==> config.mk <==
export PLATFORM = sky130hd
export DESIGN_NAME = ais_sentence_checker_top
export DESIGN_NICKNAME = d
export VERILOG_FILES = /design/src/rtl/ais_pkg.sv /design/src/rtl/ais_front.sv /design/src/rtl/ais_back.sv /design/src/rtl/ais_fifo.sv /design/src/rtl/ais_sentence_checker_top.sv
export SDC_FILE = /design/constraint.sdc
export NUM_CORES = 1
export LEC_CHECK = 0
export BUFFER_PORTS_ARGS = -buffer_cell sky130_fd_sc_hd__buf_2
export CAP_MARGIN = 20
export CORE_MARGIN = 10
export CORE_UTILIZATION = 30
export DETAILED_ROUTE_END_ITERATION = 12
export PLACE_DENSITY_LB_ADDON = 0.2
export SKIP_LAST_GASP = 1
export SLEW_MARGIN = 0
export SYNTH_ARGS = -nofsm -noshare
export SYNTH_HDL_FRONTEND = slang
export SYNTH_SLANG_ARGS = --single-unit
==> constraint.sdc <==
create_clock -name clk -period 10.7 [get_ports clk]
set_clock_uncertainty 0.2 [all_clocks]
set_input_delay 1.605 -clock clk [delete_from_list [all_inputs] [get_ports clk]]
set_output_delay 1.605 -clock clk [all_outputs]
set_load 0.05 [all_outputs]
==> src/rtl/ais_pkg.sv <==
// ----------------------------------------------------------------------------
// ais_pkg
// shared types, constants and character helpers for the sentence checker
// ----------------------------------------------------------------------------
package ais_pkg;

  localparam int unsigned MaxLineDef = 128;
  localparam int unsigned HdrBytes   = 15;

  // verdict codes
  typedef enum logic [3:0] {
    ST_OK       = 4'd0,
    ST_IGNORED  = 4'd1,
    ST_SHORT    = 4'd2,
    ST_TALKER   = 4'd3,
    ST_HEADER   = 4'd4,
    ST_TAIL     = 4'd5,
    ST_FILL     = 4'd6,
    ST_ID       = 4'd7,
    ST_CHANNEL  = 4'd8,
    ST_EMPTY    = 4'd9,
    ST_CHAR     = 4'd10,
    ST_PARTS    = 4'd11,
    ST_CHECKSUM = 4'd12
  } status_t;

  // register indexes
  localparam logic CFG_DROP_BAD = 1'b0;
  localparam logic CFG_OWN_VES  = 1'b1;

  // closed line handed from front to back
  typedef struct packed {
    logic [14:0][7:0] hdr;
    logic [39:0]      tail;
    logic [7:0]       xsum;
    status_t          ferr;
    logic [10:0]      len;
  } line_t;

  // decoded verdict
  typedef struct packed {
    status_t    status;
    logic       checksum_bad;
    logic [7:0] talker_first;
    logic [7:0] talker_second;
    logic [3:0] fragment_count;
    logic [3:0] fragment_number;
    logic [7:0] sequence_char;
    logic [7:0] radio_channel;
    logic [2:0] fill_bits;
    logic [7:0] payload_chars;
  } verdict_t;

  function automatic logic payload_ok(input logic [7:0] c);
    payload_ok = (c >= 8'h30 && c < 8'h58) || (c >= 8'h60 && c < 8'h78);
  endfunction

  function automatic logic is_hex(input logic [7:0] c);
    is_hex = (c >= "0" && c <= "9") || (c >= "A" && c <= "F") || (c >= "a" && c <= "f");
  endfunction

  function automatic logic [3:0] hex_val(input logic [7:0] c);
    logic [7:0] v;
    v = 8'd0;
    if (c >= "0" && c <= "9") v = c - 8'h30;
    else if (c >= "A" && c <= "F") v = c - 8'h37;
    else if (c >= "a" && c <= "f") v = c - 8'h57;
    hex_val = v[3:0];
  endfunction

endpackage

==> src/rtl/ais_front.sv <==
// ----------------------------------------------------------------------------
// ais_front
// byte framing: collects a line, tracks checksum, tail and payload errors
// ----------------------------------------------------------------------------
module ais_front #(
  parameter int unsigned MAX_LINE = ais_pkg::MaxLineDef
) (
  input  logic              clk,
  input  logic              rst_n,
  input  logic              byte_vld,
  input  logic [7:0]        byte_in,
  output logic              line_vld,
  output ais_pkg::line_t    line_out
);
  import ais_pkg::*;

  localparam int unsigned LW = 11;

  typedef enum logic [1:0] {PH_WAIT, PH_LINE, PH_SKIP} phase_t;

  phase_t           phase_r, phase_nxt;
  logic [LW-1:0]    len_r, len_nxt;
  logic [7:0]       xsum_r, xsum_nxt;
  status_t          ferr_r, ferr_nxt;
  logic [39:0]      tail_r, tail_nxt;
  logic [14:0][7:0] hdr_r, hdr_nxt;
  logic             line_vld_nxt;

  // per byte line tracking
  always_comb begin
    phase_nxt    = phase_r;
    len_nxt      = len_r;
    xsum_nxt     = xsum_r;
    ferr_nxt     = ferr_r;
    tail_nxt     = tail_r;
    hdr_nxt      = hdr_r;
    line_vld_nxt = 1'b0;
    if (byte_vld) begin
      case (phase_r)
        PH_SKIP: begin
          if (byte_in == 8'h0A) phase_nxt = PH_WAIT;
        end
        PH_LINE: begin
          if (byte_in <= 8'h20) begin
            line_vld_nxt = 1'b1;
            phase_nxt    = PH_WAIT;
          end else if (len_r >= LW'(MAX_LINE)) begin
            phase_nxt = PH_SKIP;
          end else begin
            if (len_r < LW'(HdrBytes)) hdr_nxt[len_r[3:0]] = byte_in;
            if (len_r >= LW'(HdrBytes + 5) && ferr_r == ST_OK &&
                !payload_ok(tail_r[39:32]))
              ferr_nxt = (tail_r[39:32] == ",") ? ST_PARTS : ST_CHAR;
            xsum_nxt = xsum_r ^ byte_in;
            tail_nxt = {tail_r[31:0], byte_in};
            len_nxt  = len_r + LW'(1);
          end
        end
        default: begin
          if (byte_in > 8'h20) begin
            hdr_nxt  = '0;
            xsum_nxt = 8'd0;
            ferr_nxt = ST_OK;
            if (byte_in == "$" || byte_in == "!") begin
              phase_nxt = PH_LINE;
              hdr_nxt[0] = byte_in;
              tail_nxt   = {32'd0, byte_in};
              len_nxt    = LW'(1);
            end else begin
              phase_nxt = PH_SKIP;
            end
          end
        end
      endcase
    end
  end

  always_ff @(posedge clk) begin
    if (!rst_n) begin
      phase_r  <= PH_WAIT;
      len_r    <= '0;
      ferr_r   <= ST_OK;
      line_vld <= 1'b0;
    end else begin
      phase_r  <= phase_nxt;
      len_r    <= len_nxt;
      ferr_r   <= ferr_nxt;
      line_vld <= line_vld_nxt;
    end
    xsum_r <= xsum_nxt;
    tail_r <= tail_nxt;
    hdr_r  <= hdr_nxt;
  end

  assign line_out = '{hdr: hdr_r, tail: tail_r, xsum: xsum_r, ferr: ferr_r, len: len_r};

endmodule

==> src/rtl/ais_back.sv <==
// ----------------------------------------------------------------------------
// ais_back
// verdict logic: header and tail checks on a closed line, one line a cycle
// ----------------------------------------------------------------------------
module ais_back (
  input  logic            clk,
  input  logic            rst_n,
  input  logic            drop_bad,
  input  logic            own_ves,
  input  logic            line_vld,
  input  ais_pkg::line_t  line_in,
  output logic            vrd_vld,
  output ais_pkg::verdict_t vrd_out
);
  import ais_pkg::*;

  verdict_t v;
  logic [7:0] b [15];
  logic [7:0] t0, t1, t2, t3, t4, cs, rx;
  logic [4:0] q;
  logic [10:0] pend, cnt;
  logic [7:0] idc, ch;
  logic pay_done;
  status_t st;

  always_comb begin
    for (int k = 0; k < 15; k++) b[k] = line_in.hdr[k];
    t0 = line_in.tail[7:0];
    t1 = line_in.tail[15:8];
    t2 = line_in.tail[23:16];
    t3 = line_in.tail[31:24];
    t4 = line_in.tail[39:32];
    v = '0;
    v.status = ST_OK;
    idc = 8'd0;
    ch  = "?";
    q   = 5'd11;
    pend = line_in.len - 11'd5;
    st = ST_OK;
    pay_done = 1'b0;
    cnt = 11'd0;
    if (b[11] != ",") begin idc = b[11]; q = 5'd12; end
    if (b[q[3:0]] == ",") begin
      q = q + 5'd1;
      if (b[q[3:0]] != ",") begin ch = b[q[3:0]]; q = q + 5'd1; end
    end
    // header-area payload scan, up to four bytes
    for (int i = 11; i < 15; i++) begin
      if (!pay_done && 5'(i) > q && 11'(i) < pend && !payload_ok(b[i])) begin
        st = (b[i] == ",") ? ST_PARTS : ST_CHAR;
        pay_done = 1'b1;
      end
    end
    if (st == ST_OK) st = line_in.ferr;
    cs = line_in.xsum ^ t0 ^ t1 ^ t2;
    rx = {hex_val(t1), hex_val(t0)};
    if (line_in.len <= 11'd5 ||
        !(b[3] == "V" && b[4] == "D" && (b[5] == "M" || (b[5] == "O" && own_ves))))
      v.status = ST_IGNORED;
    else if (line_in.len < 11'd18) v.status = ST_SHORT;
    else if (!(b[1] >= "A" && b[1] <= "Z") ||
             (!(b[2] >= "A" && b[2] <= "Z") && !(b[2] >= "0" && b[2] <= "9")))
      v.status = ST_TALKER;
    else if (b[6] != "," || b[8] != "," || b[10] != "," || b[7] < "1" || b[7] > "9" ||
             b[9] < "1" || b[9] > "9")
      v.status = ST_HEADER;
    else if (!is_hex(t0) || !is_hex(t1) || t2 != "*" || t4 != ",") v.status = ST_TAIL;
    else if (t3 < "0" || t3 > "5") v.status = ST_FILL;
    else if (b[q[3:0]] != "," && q <= 5'd12) v.status = ST_ID;
    else if (b[11] != "," && b[12] != ",") v.status = ST_ID;
    else if (b[q[3:0]] != ",") v.status = ST_CHANNEL;
    else if (11'(q) + 11'd1 > pend) v.status = ST_EMPTY;
    else if (st != ST_OK) v.status = st;
    else begin
      cnt = pend - 11'(q) - 11'd1;
      v.checksum_bad    = (cs != rx);
      v.status          = (cs != rx && drop_bad) ? ST_CHECKSUM : ST_OK;
      v.talker_first    = b[1];
      v.talker_second   = b[2];
      v.fragment_count  = 4'(b[7] - 8'h30);
      v.fragment_number = 4'(b[9] - 8'h30);
      v.sequence_char   = idc;
      v.radio_channel   = ch;
      v.fill_bits       = 3'(t3 - 8'h30);
      v.payload_chars   = (cnt > 11'd255) ? 8'd255 : cnt[7:0];
    end
  end

  always_ff @(posedge clk) begin
    if (!rst_n) vrd_vld <= 1'b0;
    else vrd_vld <= line_vld;
    vrd_out <= v;
  end

endmodule

==> src/rtl/ais_fifo.sv <==
// ----------------------------------------------------------------------------
// ais_fifo
// small result queue presenting the oldest verdict to the consumer
// ----------------------------------------------------------------------------
module ais_fifo (
  input  logic              clk,
  input  logic              rst_n,
  input  logic              wr,
  input  ais_pkg::verdict_t wdata,
  input  logic              rd,
  output ais_pkg::verdict_t rdata,
  output logic              empty,
  output logic              almost_full
);
  import ais_pkg::*;

  verdict_t    mem [4];
  logic [1:0]  wp_r, rp_r;
  logic [2:0]  cnt_r;

  always_ff @(posedge clk) begin
    if (!rst_n) begin
      wp_r  <= '0;
      rp_r  <= '0;
      cnt_r <= '0;
    end else begin
      if (wr) wp_r <= wp_r + 2'd1;
      if (rd) rp_r <= rp_r + 2'd1;
      cnt_r <= cnt_r + 3'(wr) - 3'(rd);
    end
    if (wr) mem[wp_r] <= wdata;
  end

  assign rdata       = mem[rp_r];
  assign empty       = (cnt_r == 3'd0);
  // at most one more verdict is still in flight when this rises
  assign almost_full = (cnt_r >= 3'd2);

`ifndef SYNTHESIS
  a_no_over: assert property (@(posedge clk) disable iff (!rst_n)
    cnt_r == 3'd4 |-> !wr) else $error("result queue overflow");
  a_no_under: assert property (@(posedge clk) disable iff (!rst_n)
    rd |-> !empty) else $error("result queue underflow");
  a_cnt: assert property (@(posedge clk) disable iff (!rst_n)
    cnt_r <= 3'd4) else $error("result count out of range");
`endif

endmodule

==> src/rtl/ais_sentence_checker_top.sv <==
// ----------------------------------------------------------------------------
// ais_sentence_checker_top
// AIVDM/AIVDO sentence checker with queue-style byte input and verdict output
// ----------------------------------------------------------------------------
// Takes one byte per cycle while full is low; the front tracks the line and
// registers it when the terminator arrives, the back registers the verdict
// formed from that line, and the verdict is then written to the result queue. A four
// entry result queue decouples the consumer; full rises when two verdicts wait.
module ais_sentence_checker_top #(
  parameter int unsigned MAX_LINE = ais_pkg::MaxLineDef
) (
  input  logic       clk,
  input  logic       rst_n,
  input  logic       cfg_we,
  input  logic       cfg_index,
  input  logic       cfg_wdata,
  input  logic       push,
  output logic       full,
  input  logic [7:0] in_rx_byte,
  output logic       empty,
  input  logic       pop,
  output logic [3:0] out_status,
  output logic       out_checksum_bad,
  output logic [7:0] out_talker_first,
  output logic [7:0] out_talker_second,
  output logic [3:0] out_fragment_count,
  output logic [3:0] out_fragment_number,
  output logic [7:0] out_sequence_char,
  output logic [7:0] out_radio_channel,
  output logic [2:0] out_fill_bits,
  output logic [7:0] out_payload_chars
);
  import ais_pkg::*;

  logic     drop_r, own_r;
  logic     acc, line_vld, vrd_vld;
  line_t    line_w;
  verdict_t vrd_w, head;

  // configuration registers
  always_ff @(posedge clk) begin
    if (!rst_n) begin
      drop_r <= 1'b1;
      own_r  <= 1'b0;
    end else if (cfg_we) begin
      if (cfg_index == CFG_DROP_BAD) drop_r <= cfg_wdata;
      if (cfg_index == CFG_OWN_VES)  own_r  <= cfg_wdata;
    end
  end

  assign acc = push && !full;

  ais_front #(.MAX_LINE(MAX_LINE)) u_front (
    .clk(clk), .rst_n(rst_n), .byte_vld(acc), .byte_in(in_rx_byte),
    .line_vld(line_vld), .line_out(line_w)
  );

  ais_back u_back (
    .clk(clk), .rst_n(rst_n), .drop_bad(drop_r), .own_ves(own_r),
    .line_vld(line_vld), .line_in(line_w), .vrd_vld(vrd_vld), .vrd_out(vrd_w)
  );

  ais_fifo u_fifo (
    .clk(clk), .rst_n(rst_n), .wr(vrd_vld), .wdata(vrd_w), .rd(pop && !empty),
    .rdata(head), .empty(empty), .almost_full(full)
  );

  assign out_status          = head.status;
  assign out_checksum_bad    = head.checksum_bad;
  assign out_talker_first    = head.talker_first;
  assign out_talker_second   = head.talker_second;
  assign out_fragment_count  = head.fragment_count;
  assign out_fragment_number = head.fragment_number;
  assign out_sequence_char   = head.sequence_char;
  assign out_radio_channel   = head.radio_channel;
  assign out_fill_bits       = head.fill_bits;
  assign out_payload_chars   = head.payload_chars;

endmodule

==> results of run 1 <==
[area by class of cell]
class                   instances  share of cell area, %
multi-input cells             893                   27.6
inverters                      31                  0.510
well taps                     864                   4.69
flip-flops and latches        468                   57.4
repair buffers                 88                   2.12
clock buffers                  72                   6.78
clock inverters                26                  0.918
[metrics by stage]
| stage | setup slack, ns | std cells | power [µW] | util (%) |
|---|---|---|---|---|
| after CTS | 5.86 | 2441 | 4740 | 34.9 |
| after global placement | 5.69 | 2343 | 2910 | 32.2 |
| after detailed placement | 5.64 | 2343 | 2910 | 32.2 |
| final | 6.02 | 2442 | 4670 | 34.9 |
| after floorplan | 1.87 | 1476 | 2740 | - |
| after global routing | 5.55 | 2442 | 4870 | 34.9 |
[layer usage]
layer	global-route usage, %	wire length, µm	vias up
li1	-	-	5589
met1	16.7	22200	5868
met2	18.7	21700	223
met3	2.05	1820	69
met4	3.12	932	0
met5	0	0	-
[worst max-delay path, stage by stage, from the launching register on]
cell,delay [ns]
edfxtp_1,0.42
nor4b_1,0.28
and4_1,0.38
inv_1,0.24
nor2_1,0.13
nor2_1,0.06
ha_1,0.34
xnor2_1,0.17
nor2_1,0.06
ha_1,0.28
nor2b_1,0.13
o21ai_0,0.16
nand3_1,0.12
a211oi_1,0.32
o21ai_1,0.17
nand4bb_4,0.50
inv_2,0.45
and2_1,0.21
[power groups by stage]
stage | logic (µW) | clock network (µW) | registers [µW]
CTS | 648 | 1870 | 2230
detailed placement | 646 | 0 | 2270
global placement | 643 | 0 | 2260
floorplan | 520 | 0 | 2220
global route | 688 | 1940 | 2250
finish | 630 | 1810 | 2230
[flip-flops by register name (all words and copies together) (netlist names), named ones only]
signal,count
drop_r,1
own_r,1
u_back.vrd_out,56
u_back.vrd_vld,1
u_fifo.cnt_r,3
u_fifo.mem,224
u_fifo.rp_r,2
u_fifo.wp_r,2
u_front.ferr_r,2
u_front.len_r,11
u_front.line_out,112
u_front.line_vld,1
u_front.phase_r,2
u_front.tail_r,40
u_front.xsum_r,8
[how the worst max path moves through the flow]
stage | cells after the start | slack (ns) | endpoint
final | 17 | 6.02 | u_back.vrd_out[45]
after global routing | 17 | 5.55 | u_back.vrd_out[45]
after CTS | 3 | 5.86 | out_sequence_char[5]
after detailed placement | 8 | 5.64 | u_front.line_out[132]
after global placement | 8 | 5.69 | u_front.line_out[132]
after floorplan | 6 | 1.87 | u_front.line_out[100]
[cells by family after synthesis]
logic type      count (synthesis)
flops                         468
buf+inv                       115
fa+ha+maj                      29
mux                            95
other cells                     1
compound gates                200
simple gates                  510
xor+xnor                       55
[synth_stat cells (11+ instances only)]
library cell  instances
edfxtp_1            384
nand2_1             155
a21oi_1             110
nor2_1              101
dfxtp_1              84
and2_1               73
nand3_1              72
clkbuf_1             64
mux4_2               56
xnor2_1              46
mux2i_1              38
inv_1                28
ha_1                 27
o21ai_0              18
nor2b_1              17
nand4_1              12
nor4_1               12
buf_1                11
==> summary.md, run 1 <==
| Metric | Value |
|---|---|
| Worst R2R Path Depth | `17` |
| GR Overflow Total | `0` |
| EDFF count, synth | `~380` |
| Post-synth top flop | `edfxtp_1` |
| Area grow syn2layout | `15.2%` |
| Seq/Total Area, Yosys | `~66%` |
| Synth Area in Compound Gates | `6.05%` |
| Pwr Density | `203 nW/µm²` |
| Global-route wire length before repair | `72.6 mm` |
| Die X | `278 µm` |
| Multiplexer share of the synthesized area | `8.26%` |
| #FFs+latches synth | `468` |
| Cell area after layout | `roughly 23000 µm²` |
| Iteration-0 DRC count of the detailed router | `812` |
| Gate count after technology mapping | `between 1000 and 1500` |
| Final period utilization | `around 44%` |
| CP Max Fanout | `22` |
| Clock tree buffer depth | `3` |
| Run status | `completed` |
| Post-Synth Simple-Gate Area | `13.0%` |
| Final Hold Fails | `0` |
| CP required | `11.03 ns` |
| Synth cell types | `80` |
| Hold buffers post-CTS | `0` |
| Adder-cell share of the synthesized area | `1.89%` |
| Largest area contributor in the netlist | `edfxtp_1` |
| Async set-or-reset flop fraction in the synthesized netlist | `0%` |
| Max_slew headroom | `between 30 and 40%` |
| XOR/XNOR Fraction of Synth Area | `2.41%` |
| Setup Viol. Count Final | `0` |
| Row cnt | `94` |
| Drt wl/cell | `roughly 19 µm` |
| Sw Share | `27.3%` |
| Final hold slack | `between 0.2 and 0.3 ns` |
| Remaining antenna violation count after routing | `0` |
| Hold path depth | `0` |
| Largest net degree at the start of global routing | `82` |
| Clock slew at reported path FFs | `0.06 ns` |
| Most common cell after layout, fill and taps aside | `edfxtp_1` |
| I/O Buffers | `~70` |
| Synthesized area per cell | `between 10 and 15 µm²` |
| DRT Wirelength | `46.7 mm` |
| Int Pwr | `3390 µW` |
| Initial antenna violation count | `0` |
| Largest family of logic cells by synthesized area | `simple AND/OR/NAND/NOR gates` |
| Crit end category | `flip-flop` |
| Post-DP HPWL | `29.6 mm` |
| Largest cells by area after synthesis | `edfxtp_1 (58%), dfxtp_1 (8.4%), mux4_2 (6.3%)` |
| Inserted Clock Buffers | `52` |
| Fill count | `around 6400` |
| Starting Density | `30.3%` |
| Vias in the first global route | `11900` |
| FF-to-FF setup slack | `approximately 6 ns` |
| RR Startpoint | `u_front.line_out[155]` |
| Via count | `around 12000` |
| Clk_lat worst skew | `0.61 ns` |
| Worst-Margin Slew | `0.937 ns` |
| Yosys top cell area share | `57.6%` |
| IO Pins | `73` |
| Max_cap viols | `0` |
| FF-to-FF End | `u_back.vrd_out[45]` |
| Hold EP | `u_fifo.mem[2][43]` |
| Final min period | `4.68 ns` |
| Drt pass-1 iters | `5` |
| Sw power | `1270 µW` |
| Maximum vdd drop | `0.107 mV` |
| Register Area | `13200 µm²` |
| Core Footprint | `66000 µm²` |
| Sum Neg Setup Slack | `0 ns` |
| Clock Tree Root | `clkbuf_16` |
| Die ar. | `77400 µm²` |
| Max frequency | `214 MHz` |
| Clk sinks | `~470` |
| Sequential Power Share | `47.7%` |
| Post-CTS sizing | `0` |
| Critical Path Start | `u_front.line_out[155]` |
| Nets | `1578` |
| Multi-input gate area | `~6400 µm²` |
| H-tree levels | `2` |
| Layout cell share with drive strength beyond 1 | `16.1%` |
| Power share of the clock group | `38.8%` |
| Nature of the critical path startpoint | `flip-flop` |
| CP Class | `flip-flop to flip-flop` |
| Worst Path Arrival | `approximately 5.0 ns` |
| # Post-CTS Setup Buffers | `0` |
| Post-Syn Area | `20000 µm²` |
| Diodes inserted | `0` |
| Routability cong. | `~0.8` |
| Ys Warns | `0` |
| Max Slew Vio Count | `0` |
| Vias per inst | `approximately 4.8` |
| Area post-placement | `21300 µm²` |
| Gate power share | `13.5%` |
| CTS tree | `done` |
| Min-delay worst type | `flip-flop to flip-flop` |
| Most frequent cells in the layout | `edfxtp_1 (384), nand2_1 (155), a21oi_1 (109)` |
| Unrepaired setup endpoints after global routing | `false` |
| DRC | `0` |
| Global-route usage over all layers | `11.9%` |
| Hold wc startpoint | `u_back.vrd_out[43]` |
| LEAKAGE | `between 0.008 and 0.009 µW` |
| Die H | `278 µm` |
No activity file was read; power rests on OpenSTA's default activity.
==> run 2: changes to the inputs <==
- clock period: 10.7 -> 3.85 ns (I/O delays scaled with it)
==> summary.md, run 2 (synthesized netlist as in run 1, its figures left out) <==
| Metric | Value |
|---|---|
| Sequential Power Share | `46.4% (-1.3 points)` |
| Power share of the clock group | `39.1% (+0.3 points)` |
| I/O Buffers | `72 (unchanged)` |
| Global-route usage over all layers | `12.0% (+0.080 points)` |
| Setup Viol. Count Final | `0 (unchanged)` |
| Routability cong. | `0.823 (+4.7%)` |
| Sw Share | `26.8% (-0.50 points)` |
| Worst-Margin Slew | `0.937 ns (+0.00000143 ns)` |
| Area grow syn2layout | `19.2%` |
| FF-to-FF End | `u_back.vrd_out[43]` |
| Final Hold Fails | `0 (unchanged)` |
| Drt wl/cell | `18.9 µm (-0.97%)` |
| Final hold slack | `0.102 ns (-0.170 ns)` |
| Placed cells | `2395 (+2.2%)` |
| Max_slew headroom | `37.2% (-0.38 points)` |
| RR Startpoint | `u_front.line_out[157]` |
| Starting Density | `30.3% (unchanged)` |
| DRT Wirelength | `47.4 mm (+1.4%)` |
| Drt pass-1 iters | `5 (unchanged)` |
| Min-delay worst type | `input port to flip-flop` |
| CP required | `4.18 ns (-6.85 ns)` |
| Pwr Density | `555 nW/µm² (+170%)` |
| Max frequency | `261 MHz (+22%)` |
| Area post-placement | `21800 µm² (+2.5%)` |
| DRC | `0 (unchanged)` |
| Vias per inst | `4.81 (about the same)` |
| Most flops, register | `u_fifo.mem` |
| Sw power | `3550 µW (+180%)` |
| Gate power share | `14.5% (+1.0 points)` |
| Post-DP HPWL | `30.6 mm (+3.1%)` |
| Die H | `278 µm (unchanged)` |
| Clk_lat worst skew | `0.59 ns (-0.02 ns)` |
| Inserted Clock Buffers | `50 (-3.8%)` |
| FF-to-FF setup slack | `0.02 ns (-6.00 ns)` |
| CP Max Fanout | `5 (-77%)` |
| Global-route wire length before repair | `73.5 mm (+1.3%)` |
| Max reg flops | `224 (unchanged)` |
| IO Pins | `73 (unchanged)` |
| Largest net degree at the start of global routing | `97 (+18%)` |
| Max Slew Vio Count | `0 (unchanged)` |
| Clk sinks | `468 (unchanged)` |
| Hold path depth | `3 (+3)` |
| CTS tree | `done` |
| Hold wc startpoint | `cfg_index` |
| Worst Path Arrival | `4.16 ns (-0.85 ns)` |
| Maximum vdd drop | `0.329 mV (+210%)` |
| Final period utilization | `99.5% (+56 points)` |
| Final cell count without fillers | `2501 (+2.4%)` |
| Overall Power | `13200 µW (+180%)` |
| Via count | `12000 (+2.4%)` |
| Initial antenna violation count | `0 (unchanged)` |
| Cell area after layout | `23900 µm² (+3.5%)` |
| LEAKAGE | `0.00854 µW (+2.4%)` |
| Remaining antenna violation count after routing | `0 (unchanged)` |
| Iteration-0 DRC count of the detailed router | `848 (+4.4%)` |
| Clock Tree Root | `clkbuf_16` |
| Unrepaired setup endpoints after global routing | `true` |
| Diodes inserted | `0 (unchanged)` |
| Nets | `1639 (+3.9%)` |
| Die ar. | `77400 µm² (unchanged)` |
| Vias in the first global route | `12300 (+2.9%)` |
| Fill count | `6343 (-0.77%)` |
| Most common cell after layout, fill and taps aside | `edfxtp_1` |
| Int Pwr | `9700 µW (+190%)` |
| Layout cell share with drive strength beyond 1 | `21.3% (+5.2 points)` |
| Nature of the critical path startpoint | `flip-flop` |
| Run status | `completed` |
| Hold EP | `own_r` |
| Row cnt | `94 (unchanged)` |
| H-tree levels | `2 (unchanged)` |
| Sum Neg Setup Slack | `0 ns (unchanged)` |
| Clock tree buffer depth | `3 (unchanged)` |
| Worst R2R Path Depth | `18 (+1)` |
| Max_cap viols | `0 (unchanged)` |
| Core Footprint | `66000 µm² (unchanged)` |
| Most frequent cells in the layout | `edfxtp_1 (384), nand2_1 (155), a21oi_1 (100)` |
| CP Class | `flip-flop to flip-flop` |
| Clock slew at reported path FFs | `0.06 ns (about the same)` |
| Crit end category | `flip-flop` |
| Die X | `278 µm (unchanged)` |
| Final min period | `3.83 ns (-0.849 ns)` |
| GR Overflow Total | `0 (unchanged)` |
-- run 2: cell count changes in the layout (fill, tap and decap cells not counted), sizes merged --
cell,before,now
buf,88,148
clkinvlp,1,4
clkbuf,72,68
bufinv,2,7
dlygate4sd3,0,1
clkinv,21,16
inv,33,32
-- run 2: power groups by stage --
stage          Sequential (µW)  Clock, µW  Combinational, µW
3_3_place_gp              6250          0               1950
5_1_grt                   6200       5530               2090
2_1_floorplan             6120          0               1470
3_5_place_dp              6250          0               1950
4_1_cts                   6150       5340               1960
6_report                  6140       5180               1920
-- run 2: worst max path at each step --
stage                           from               endpoint  slack (ns)  cells past startpoint
6_report       u_front.line_out[157]     u_back.vrd_out[43]        0.02                     18
5_1_grt        u_front.line_out[157]     u_back.vrd_out[41]       -0.18                     18
4_1_cts        u_front.line_out[155]      u_back.vrd_out[3]      -0.002                     17
3_5_place_dp   u_front.line_out[155]     u_back.vrd_out[24]       -0.10                     17
3_3_place_gp   u_front.line_out[155]     u_back.vrd_out[21]       -0.03                     17
2_1_floorplan       u_front.len_r[7]  u_front.line_out[100]       -0.20                      6
-- run 2: metal layers --
layer	share of wire [%]	global-route usage, %	vias up	wire length [µm]
met2	48	19.6	227	22800
met3	4.0	2.15	70	1910
met1	46	16.0	6017	21700
li1	-	-	5716	-
met5	0	0	-	0
met4	2.0	3.33	0	948
-- run 2: cell type report --
cell class | count | area [µm²] | share of cell area, %
Multi-Input combinational cell | 893 | 6480 | 27.2
Clock buffer | 66 | 1470 | 6.15
Timing Repair Buffer | 151 | 1140 | 4.76
Inverter | 31 | 123 | 0.514
Tap cell | 864 | 1080 | 4.53
Sequential cell | 468 | 13200 | 55.4
Clock inverter | 28 | 349 | 1.46
-- run 2: critical path, stage by stage, from the launching register on --
cell and delay, ns:
edfxtp_1 0.40, nor4b_2 0.29, and4_1 0.28, inv_2 0.07
nor2_2 0.07, nor2_1 0.05, ha_1 0.32, xnor2_1 0.16
nor2_1 0.07, ha_1 0.31, nor2b_4 0.13, o21ai_2 0.14
nand3_2 0.09, a211oi_2 0.25, o21ai_1 0.13, nand4bb_4 0.34
clkinv_4 0.19, clkbuf_16 0.16, and2_4 0.13
-- run 2: what timing repair did --
action                     4_1_cts  5_1_grt
setup endpoints to repair       49       50
hold endpoints to repair         1        0
pin swaps                        3       18
gates resized for setup          5       26
cloned                           0        3
setup buffers                    1        7
hold buffers                     1        0
-- run 2: metrics by stage --
| stage | utilization, % | setup WS (ns) |
|---|---|---|
| floorplan | - | -0.197 |
| global placement | 33.0 | -0.0271 |
| detailed placement | 33.0 | -0.104 |
| CTS | 35.8 | -0.00171 |
| global route | 36.2 | -0.184 |
| finish | 36.2 | 0.0177 |
==> run 3: changes to the inputs <==
- BUFFER_PORTS_ARGS: -buffer_cell sky130_fd_sc_hd__buf_2 -> unset
- DONT_BUFFER_PORTS: unset -> 1
==> summary.md, run 3 (synthesized netlist as in run 1, its figures left out) <==
| Metric | Value |
|---|---|
| H-tree levels | `2 (unchanged)` |
| Final hold slack | `0.0313 ns (-0.0708 ns)` |
| IO Pins | `73 (unchanged)` |
| Remaining antenna violation count after routing | `0 (unchanged)` |
| Vias in the first global route | `11900 (-2.5%)` |
| Most common cell after layout, fill and taps aside | `edfxtp_1` |
| Max_cap viols | `0 (unchanged)` |
| Crit end category | `flip-flop` |
| LEAKAGE | `0.00818 µW (-4.1%)` |
| Vias per inst | `4.83 (+0.47%)` |
| Clock Tree Root | `clkbuf_16` |
| Drt pass-1 iters | `5 (unchanged)` |
| Iteration-0 DRC count of the detailed router | `991 (+17%)` |
| Hold wc startpoint | `in_rx_byte[3]` |
| Setup Viol. Count Final | `0 (unchanged)` |
| Clk_lat worst skew | `0.59 ns (about the same)` |
| Fill count | `6297 (-0.73%)` |
| Sum Neg Setup Slack | `0 ns (unchanged)` |
| Via count | `11700 (-2.4%)` |
| Max reg flops | `224 (unchanged)` |
| Core Footprint | `66000 µm² (unchanged)` |
| Most flops, register | `u_fifo.mem` |
| Die X | `278 µm (unchanged)` |
| Final Hold Fails | `0 (unchanged)` |
| Global-route wire length before repair | `74.2 mm (+0.98%)` |
| Drt wl/cell | `19.8 µm (+4.5%)` |
| Nature of the critical path startpoint | `flip-flop` |
| Unrepaired setup endpoints after global routing | `true` |
| Cell area after layout | `23500 µm² (-1.5%)` |
| Initial antenna violation count | `1 (+1)` |
| CP Max Fanout | `9 (+4)` |
| Max Slew Vio Count | `0 (unchanged)` |
| Pwr Density | `558 nW/µm² (+0.44%)` |
| Final WS setup | `0.0927 ns (+0.0750 ns)` |
| Starting Density | `30.3% (unchanged)` |
| Global-route usage over all layers | `12.2% (+0.20 points)` |
| Die ar. | `77400 µm² (unchanged)` |
| Area post-placement | `21400 µm² (-2.0%)` |
| Worst R2R Path Depth | `18 (unchanged)` |
| Hold path depth | `2 (-1)` |
| GR Overflow Total | `0 (unchanged)` |
| Max_slew headroom | `37.9% (+0.67 points)` |
| Max frequency | `266 MHz (+2.0%)` |
| Row cnt | `94 (unchanged)` |
| RR Startpoint | `u_front.line_out[158]` |
| CP Class | `flip-flop to flip-flop` |
| Inserted Clock Buffers | `50 (unchanged)` |
| DRC | `0 (unchanged)` |
| Worst-Margin Slew | `0.927 ns (-0.0100 ns)` |
| Most frequent cells in the layout | `edfxtp_1 (384), nand2_1 (155), a21oi_1 (101)` |
| FF-to-FF setup slack | `0.09 ns (+0.08 ns)` |
| Clock slew at reported path FFs | `0.06 ns (about the same)` |
| Layout cell share with drive strength beyond 1 | `16.6% (-4.7 points)` |
| Placed cells | `2312 (-3.5%)` |
| Area grow syn2layout | `17.4%` |
| Clk sinks | `468 (unchanged)` |
| Final period utilization | `97.6% (-1.9 points)` |
| Largest net degree at the start of global routing | `79 (-19%)` |
| CTS tree | `done` |
| Post-DP HPWL | `30.6 mm (about the same)` |
| Clock tree buffer depth | `3 (unchanged)` |
| Final cell count without fillers | `2430 (-2.8%)` |
| Run status | `completed` |
| Hold EP | `u_front.line_out[130]` |
| Final min period | `3.76 ns (-0.0750 ns)` |
| FF-to-FF End | `u_back.vrd_out[45]` |
| I/O Buffers | `0 (-100%)` |
| Routability cong. | `0.801 (-2.7%)` |
| Die H | `278 µm (unchanged)` |
| Worst Path Arrival | `4.08 ns (-0.08 ns)` |
| Diodes inserted | `0 (unchanged)` |
| Worst slack at placement | `-0.128 ns (-0.0240 ns)` |
| CP required | `4.17 ns (about the same)` |
| Maximum vdd drop | `0.267 mV (-19%)` |
| DRT Wirelength | `48.1 mm (+1.5%)` |
| Nets | `1568 (-4.3%)` |
| Min-delay worst type | `input port to flip-flop` |
## run 3: changes by cell type in the layout (fill, tap and decap cells not counted), sizes merged
cell	change
buf	-85
dlygate4sd3	+14
clkbuf	+4
clkinv	-3
clkinvlp	-3
inv	+2
## run 3: metal layers
metal  routed length (µm)  share of wire, %  global-route usage [%]  up-vias
met2                22600                47                    19.4      227
met5                    0                 0                       0        -
li1                     -                 -                       -     5563
met4                  969               2.0                    3.16        0
met3                 2200               4.6                    2.45       69
met1                22300                46                    16.7     5885
## run 3: through the flow
stage	total power [µW]	util (%)
finish	13100	35.6
global route	13700	35.6
CTS	13300	35.4
detailed placement	8110	32.4
global placement	8100	32.4
floorplan	7590	-
## run 3: power by group
group          leakage [µW]  internal, µW  switching [µW]
Combinational       0.00298           660            1190
Clock              0.000876          3110            2000
Sequential          0.00433          5850             296
## run 3: worst max-delay path by stage
stage                                from                    end  slack, ns
finish              u_front.line_out[158]     u_back.vrd_out[45]       0.09
global route        u_front.line_out[163]     u_back.vrd_out[32]      -0.08
CTS                 u_front.line_out[157]      u_back.vrd_out[0]    -0.0003
detailed placement  u_front.line_out[155]     u_back.vrd_out[24]      -0.13
global placement    u_front.line_out[155]     u_back.vrd_out[21]      -0.06
floorplan                u_front.len_r[7]  u_front.line_out[100]      -0.20
## run 3: final cells by class
| class | count | area (µm²) | share of cell area, % |
|---|---|---|---|
| clock buffers | 70 | 1450 | 6.16 |
| clock inverters | 24 | 323 | 1.37 |
| inverters | 31 | 125 | 0.533 |
| multi-input cells | 893 | 6480 | 27.6 |
| flip-flops and latches | 468 | 13200 | 56.3 |
| well taps | 864 | 1080 | 4.60 |
| repair buffers | 80 | 815 | 3.47 |
## run 3: critical path: stages (launching register included)
cell and delay [ns]:
edfxtp_1 0.41, nor4b_2 0.30, and4_4 0.30, inv_4 0.05, nor2_4 0.08, nor2_2 0.04
ha_1 0.31, xnor2_1 0.15, nor2_1 0.06, ha_1 0.28, nor2b_1 0.13, o21ai_1 0.11
nand3_1 0.11, a211oi_2 0.23, o21ai_1 0.13, nand4bb_4 0.34, clkinv_4 0.18, clkbuf_16 0.16
and2_1 0.12
## run 3: what timing repair did
| item | 4_1_cts | 5_1_grt |
|---|---|---|
| buffers inserted | 3 | 4 |
| cloned | 0 | 2 |
| endpoints found under the setup margin | 50 | 50 |
| resized for setup | 8 | 25 |
| hold buffers | 15 | 0 |
| pin swaps | 5 | 11 |
| hold endpoints to repair | 38 | 0 |
